$ cat src/rtl/fsd_pkg.sv
// Shared types, constants and helper functions for the binary error-diffusion dither.
// No dependencies; every other file of the block imports this package.
package fsd_pkg;

	localparam int unsigned MAX_WIDTH_DEF  = 256;
	localparam int unsigned MAX_HEIGHT_DEF = 256;

	localparam int PIX_W     = 8;
	localparam int CFG_W     = 9;
	localparam int CFG_IDX_W = 2;
	localparam int ERR_W     = PIX_W;
	localparam int WGT_W     = 4;
	localparam int PROD_W    = ERR_W + WGT_W - 1;
	localparam int SHARE_SHIFT = 4;
	localparam int ROUND_BIAS  = (1 << SHARE_SHIFT) - 1;

	localparam int unsigned PIX_MAX    = 255;
	localparam int unsigned RESET_DIM  = 200;

	localparam logic [CFG_IDX_W-1:0] REG_FRAME_WIDTH  = 2'd0;
	localparam logic [CFG_IDX_W-1:0] REG_FRAME_HEIGHT = 2'd1;

	localparam logic CMD_LOAD   = 1'b0;
	localparam logic CMD_DITHER = 1'b1;

	typedef enum logic [2:0] {
		S_IDLE,
		S_CTR,
		S_NRD,
		S_NWR,
		S_DONE
	} fsd_state_t;

	typedef enum logic [1:0] {
		NB_RIGHT,
		NB_BELOW_LEFT,
		NB_BELOW,
		NB_BELOW_RIGHT
	} fsd_nb_t;

	// Diffusion weight of each neighbour, in sixteenths.
	function automatic logic [WGT_W-1:0] nb_weight(fsd_nb_t nb);
		logic [WGT_W-1:0] w;
		case (nb)
			NB_RIGHT:       w = 4'd7;
			NB_BELOW_LEFT:  w = 4'd3;
			NB_BELOW:       w = 4'd5;
			NB_BELOW_RIGHT: w = 4'd1;
			default:        w = 4'd0;
		endcase
		return w;
	endfunction

	// Effective dimension minus one: zero acts as one, anything above the maximum as the maximum.
	function automatic logic [31:0] dim_m1(logic [CFG_W-1:0] v, int unsigned maxv);
		logic [31:0] r;
		if (v == '0)
			r = '0;
		else if (32'(v) > maxv)
			r = maxv - 1;
		else
			r = 32'(v) - 32'd1;
		return r;
	endfunction

endpackage

$ cat src/rtl/fsd_diffuse.sv
// Shared arithmetic unit: adds one weighted share of the quantisation error to a pixel.
// Depends on fsd_pkg for widths and rounding constants.
module fsd_diffuse import fsd_pkg::*; (
	input  logic signed [ERR_W-1:0] err,
	input  logic        [WGT_W-1:0] weight,
	input  logic        [PIX_W-1:0] pix,
	output logic        [PIX_W-1:0] result
);

	logic signed [PROD_W-1:0] prod;
	logic signed [PROD_W-1:0] share;
	logic signed [PROD_W-1:0] sum;

	always_comb begin
		prod = PROD_W'(err) * $signed({{(PROD_W-WGT_W){1'b0}}, weight});
		// The arithmetic shift floors, so negative products are biased first to truncate toward zero.
		if (prod < 0)
			share = (prod + PROD_W'(ROUND_BIAS)) >>> SHARE_SHIFT;
		else
			share = prod >>> SHARE_SHIFT;
		sum = $signed({{(PROD_W-PIX_W){1'b0}}, pix}) + share;
		if (sum < 0)
			result = '0;
		else if (sum > $signed(PROD_W'(PIX_MAX)))
			result = PIX_W'(PIX_MAX);
		else
			result = sum[PIX_W-1:0];
	end

endmodule

$ cat config.mk
export PLATFORM = sky130hd
export DESIGN_NAME = fsd_diffuse
export DESIGN_NICKNAME = d
export VERILOG_FILES = /design/src/rtl/fsd_pkg.sv /design/src/rtl/fsd_diffuse.sv
export SDC_FILE = /design/constraint.sdc
export NUM_CORES = 1
export LEC_CHECK = 0
export BUFFER_PORTS_ARGS = -buffer_cell sky130_fd_sc_hd__buf_2
export CAP_MARGIN = 25
export CORE_ASPECT_RATIO = 1.25
export CORE_MARGIN = 4
export CORE_UTILIZATION = 46
export DETAILED_ROUTE_END_ITERATION = 12
export PLACE_DENSITY = 0.67
export SKIP_LAST_GASP = 1
export SLEW_MARGIN = 20
export SYNTH_ARGS = -nofsm -noshare
export SYNTH_HDL_FRONTEND = slang
export SYNTH_SLANG_ARGS = --single-unit
$ cat constraint.sdc
create_clock -name vclk -period 11.1
set_input_delay 1.11 -clock vclk [all_inputs]
set_output_delay 1.11 -clock vclk [all_outputs]
set_load 0.01 [all_outputs]
After elaboration in Yosys (flattened, before gate mapping)
Index checks and enable logic that the tools add are counted.
W data, S select, Z words.
- bits in registers: 0
- bits of input ports: 20
- output and inout port bits: 8
- logic and storage cells: 9
- $add $sub $neg: 2
- $mul: 1
- $lt $le $gt $ge: 3
- mux-type cells: 3
- operators with widths (kind ; count):
    $lt A11 B1 Y1 const B ; 2
    $mux W8 ; 2
    $add A11 B5 Y11 const B ; 1
    $add A9 B11 Y11 ; 1
    $gt A11 B9 Y1 const B ; 1
    $mul A8 B5 Y11 ; 1
    $mux W11 ; 1

Longest topological paths before layout
- depth after elaboration: 7
- gate-level depth with buffers: 24
- depth with buffers taken out: 23

Least setup slack after synthesis
OpenSTA, ideal clock, no wires.
- path kind: input port to output port
- start: in err[4]
- end: out result[7]
- arrival time: 6.488 ns
- data required time: 9.990 ns
- path slack: 3.502 ns
- stages: 24
- buffers on the path: 1
- cells stage by stage: and2_1 -> ha_1 -> fa_1 -> inv_1 -> fa_1 -> inv_1 -> ha_1 -> o21a_1 -> a211oi_1 -> o21a_1 -> or3_1 -> and2_1 -> clkbuf_1 -> o21ai_0 -> xor2_1 -> ha_1 -> fa_1 -> a211oi_1 -> nor2_1 -> o31ai_1 -> nand3_1 -> a31oi_1 -> a21oi_1 -> mux2_2
- longest elaborated chain between the ends: 7
- elaborated cells on any way between the ends: 9
- those cells by class: add/sub: 2; mul: 1; order compare: 3; mux: 3
- RTL lines (element ; RTL line ; text):
    start, declared ; fsd_diffuse.sv:4 ; input logic signed [ERR_W-1:0] err,
    $mul A8 B5 Y11 (*) ; fsd_diffuse.sv:15 ; prod = PROD_W'(err) * $signed({{(PROD_W-WGT_W){1'b0}}, weight});
    $add A11 B5 Y11 / $lt A11 B1 Y1 (equally long branches) ; fsd_diffuse.sv:18, fsd_diffuse.sv:17 ;
    $mux W11 (*) ; fsd_diffuse.sv:17 ; if (prod < 0)
    $add A9 B11 Y11 (*) ; fsd_diffuse.sv:21 ; sum = $signed({{(PROD_W-PIX_W){1'b0}}, pix}) + share;
    $gt A11 B9 Y1 ; fsd_diffuse.sv:24 ; else if (sum > $signed(PROD_W'(PIX_MAX)))
    $mux W8 ; fsd_diffuse.sv:24 ;
    $mux W8 (*) ; fsd_diffuse.sv:22 ; if (sum < 0)
    end, declared ; fsd_diffuse.sv:7 ; output logic [PIX_W-1:0] result
Mark *: on every way between the ends. The rest lies on a longest branch, timed or not.

Worst setup path in the final report
- start: in weight[2]
- end: out result[7]
- longest elaborated chain between the ends: 7
- elaborated cells on any way between the ends: 9
- those cells by class: add/sub: 2; mul: 1; order compare: 3; mux: 3
- RTL lines (element ; RTL line ; text):
    start, declared ; fsd_diffuse.sv:5 ; input logic [WGT_W-1:0] weight,
    $mul A8 B5 Y11 (*) ; fsd_diffuse.sv:15 ;
    $add A11 B5 Y11 / $lt A11 B1 Y1 (equally long branches) ; fsd_diffuse.sv:18, fsd_diffuse.sv:17 ;
    $mux W11 (*) ; fsd_diffuse.sv:17 ;
    $add A9 B11 Y11 (*) ; fsd_diffuse.sv:21 ;
    $gt A11 B9 Y1 ; fsd_diffuse.sv:24 ;
    $mux W8 ; fsd_diffuse.sv:24 ;
    $mux W8 (*) ; fsd_diffuse.sv:22 ;
Marked as above.

==> results.tsv <==
metric	value	unit
outcome	finished clean	
P_sw	0.000208	W
GR Overflow Total	0	
critical path's top delay family	adder cells	
Tightest Hold Check Type	in2out	
Final Non-Filler Cells	283	
Crit path arrival time	7.08	ns
Starting Density	47.4	%
Setup crit end kind	output port	
max-capacitance violation count	0	
num rows	25	
post-route design area	0.00193	mm^2
synth warn	0	
drt pass-1 iters	4	
Global Route Usage Sum	14.8	%
final worst-path cycle share	73.8	%
Starting DRT DRC Count	43	
drt drc	0	
synthesized area per cell	8.08	um^2
gpl congestion	0.841	
detailed placer's ending HPWL	3190	um
Die Y	77.5	um
setup TNS	0	ns
vias in the first global route	1505	
CLK BUF	0	
initial antenna violation count	0	
pin count of the biggest net entering global routing	10	
power share of the sequential group	0	%
die span in x	63.6	um
Crit Path Class	in2out	
first-pass GRT wire length	6300	um
DIE AREA	0.00493	mm^2
post-synthesis sequential area ratio	0	%
Layout area overhead	8.80	%
Post-CTS Setup Inserts	0	
Post-DRT Antenna Nets	0	
Crit Path Max Fanout	9	
Final setup viols	0	
Seq cells	0	
via count	1522	
unrepaired setup endpoints after global routing	false	
worst vdd ir	0.0000550	V
Combinational Power Share	100.0	%
DR WL/cell	12.3	um
count of cell types in the netlist	54	
Mapped Area	0.00178	mm^2
Via density	5.38	
Port Buffer Count	28	
Antenna Cells	0	
CP startpoint kind	input port	
Worst EP required	9.99	ns
Rel. slew slack	39.7	%
slowest stage delay, CP	0.73	ns
cells after synthesis	220	
Leak	0.966	nW
Sequential cell area	0	um^2
fin nets	305	
Power Dens Cells	197	mW/mm^2
max-slew violation count	0	
Final Hold Vio Count	0	
maximum achievable frequency	0.122	GHz
DP Area	0.00193	mm^2
clock share of power	0	%
sw frac	54.6	%
cts hold-fix bufs	0	
fraction of layout cells with a size suffix above 1	19.3	%
Post-Route WL	3480	um
post-layout util	51.5	%
placed insts	283	
syn_nets	280	
P_int	0.000173	W
I/O Pins	28	
min Tclk post-route	8.19	ns
critical path buffer and inverter count	4	
core footprint	0.00375	mm^2
worst-margin pin slew	0.898	ns
slowest CP cell	o31ai_1	
post-CTS sizing	0	
==> worst paths after layout <==
check / start / end / slack [ns] / depth (start not counted)
worst max-delay path: weight[2] / result[7] / 2.91 / 25
worst min-delay path: pix[7] / result[7] / 2.58 / 3
==> cell usage after synthesis (4+ instances only) <==
cell	number	area share [%]
ha_1	25	18
xor2_1	5	2.5
o21ai_0	8	2.3
inv_1	38	8.0
xnor2_1	11	5.4
o211ai_1	5	2.1
a21oi_1	9	2.5
nand3_1	5	1.4
nor2_1	4	0.84
nand2_1	14	3.0
fa_1	15	17
and2_1	24	8.4
==> cells by family after synthesis <==
family	count (synthesis)	synth area share [%]
compound gates	48	21.3
simple gates	69	23.2
xor+xnor	16	7.88
fa+ha+maj	40	34.5
buf+inv	43	9.92
mux	4	3.31
==> power groups by stage <==
stage | clock network [W] | registers, W | logic [W]
3_5_place_dp | 0 | 0 | 0.000385
5_1_grt | 0 | 0 | 0.000429
4_1_cts | 0 | 0 | 0.000387
6_report | 0 | 0 | 0.000382
3_3_place_gp | 0 | 0 | 0.000381
2_1_floorplan | 0 | 0 | 0.000303
==> cells in the final DEF, fill, tap and decap left out, types with 2 or more instances in the layout <==
| cell | instances |
|---|---|
| a21o_1 | 2 |
| or3_1 | 2 |
| xor2_1 | 5 |
| nor3b_1 | 2 |
| nor3_1 | 3 |
| inv_1 | 38 |
| nand3_1 | 5 |
| a21oi_1 | 9 |
| nor2b_1 | 2 |
| xnor2_1 | 11 |
| buf_2 | 28 |
| o211ai_1 | 5 |
| ha_1 | 25 |
| fa_1 | 15 |
| and3_1 | 2 |
| a211o_1 | 2 |
| a211oi_1 | 3 |
| nor2_1 | 4 |
| o21a_1 | 2 |
| or2_2 | 2 |
| o21ai_0 | 8 |
| o21ba_2 | 2 |
| and2_1 | 24 |
| nand2_1 | 14 |
==> final cells by class <==
class | instances | area (um^2)
fillers | 385 | 1820
inverters | 38 | 143
multi-input cells | 177 | 1600
well taps | 40 | 50.0
repair buffers | 28 | 140
==> metal layers <==
metal  wire, um  track usage [%]  vias to the layer above  part of all wire (%)
li1           -                -                      805                     -
met1       1540             18.3                      694                    44
met2       1850             29.8                       23                    53
met3         88                0                        0                   2.5
met4          0                0                        0                     0
met5          0                0                        -                     0
==> through the flow <==
step / hold WS, ns / worst slack (ns) / power (W)
6_report: 2.58 / 2.91 / 0.000382
5_1_grt: 2.61 / 2.27 / 0.000429
4_1_cts: 2.59 / 2.88 / 0.000387
3_5_place_dp: 2.58 / 2.88 / 0.000385
3_3_place_gp: 2.60 / 2.98 / 0.000381
2_1_floorplan: 2.38 / 3.50 / 0.000303
Note: power is estimated with default switching activity, not from simulation.
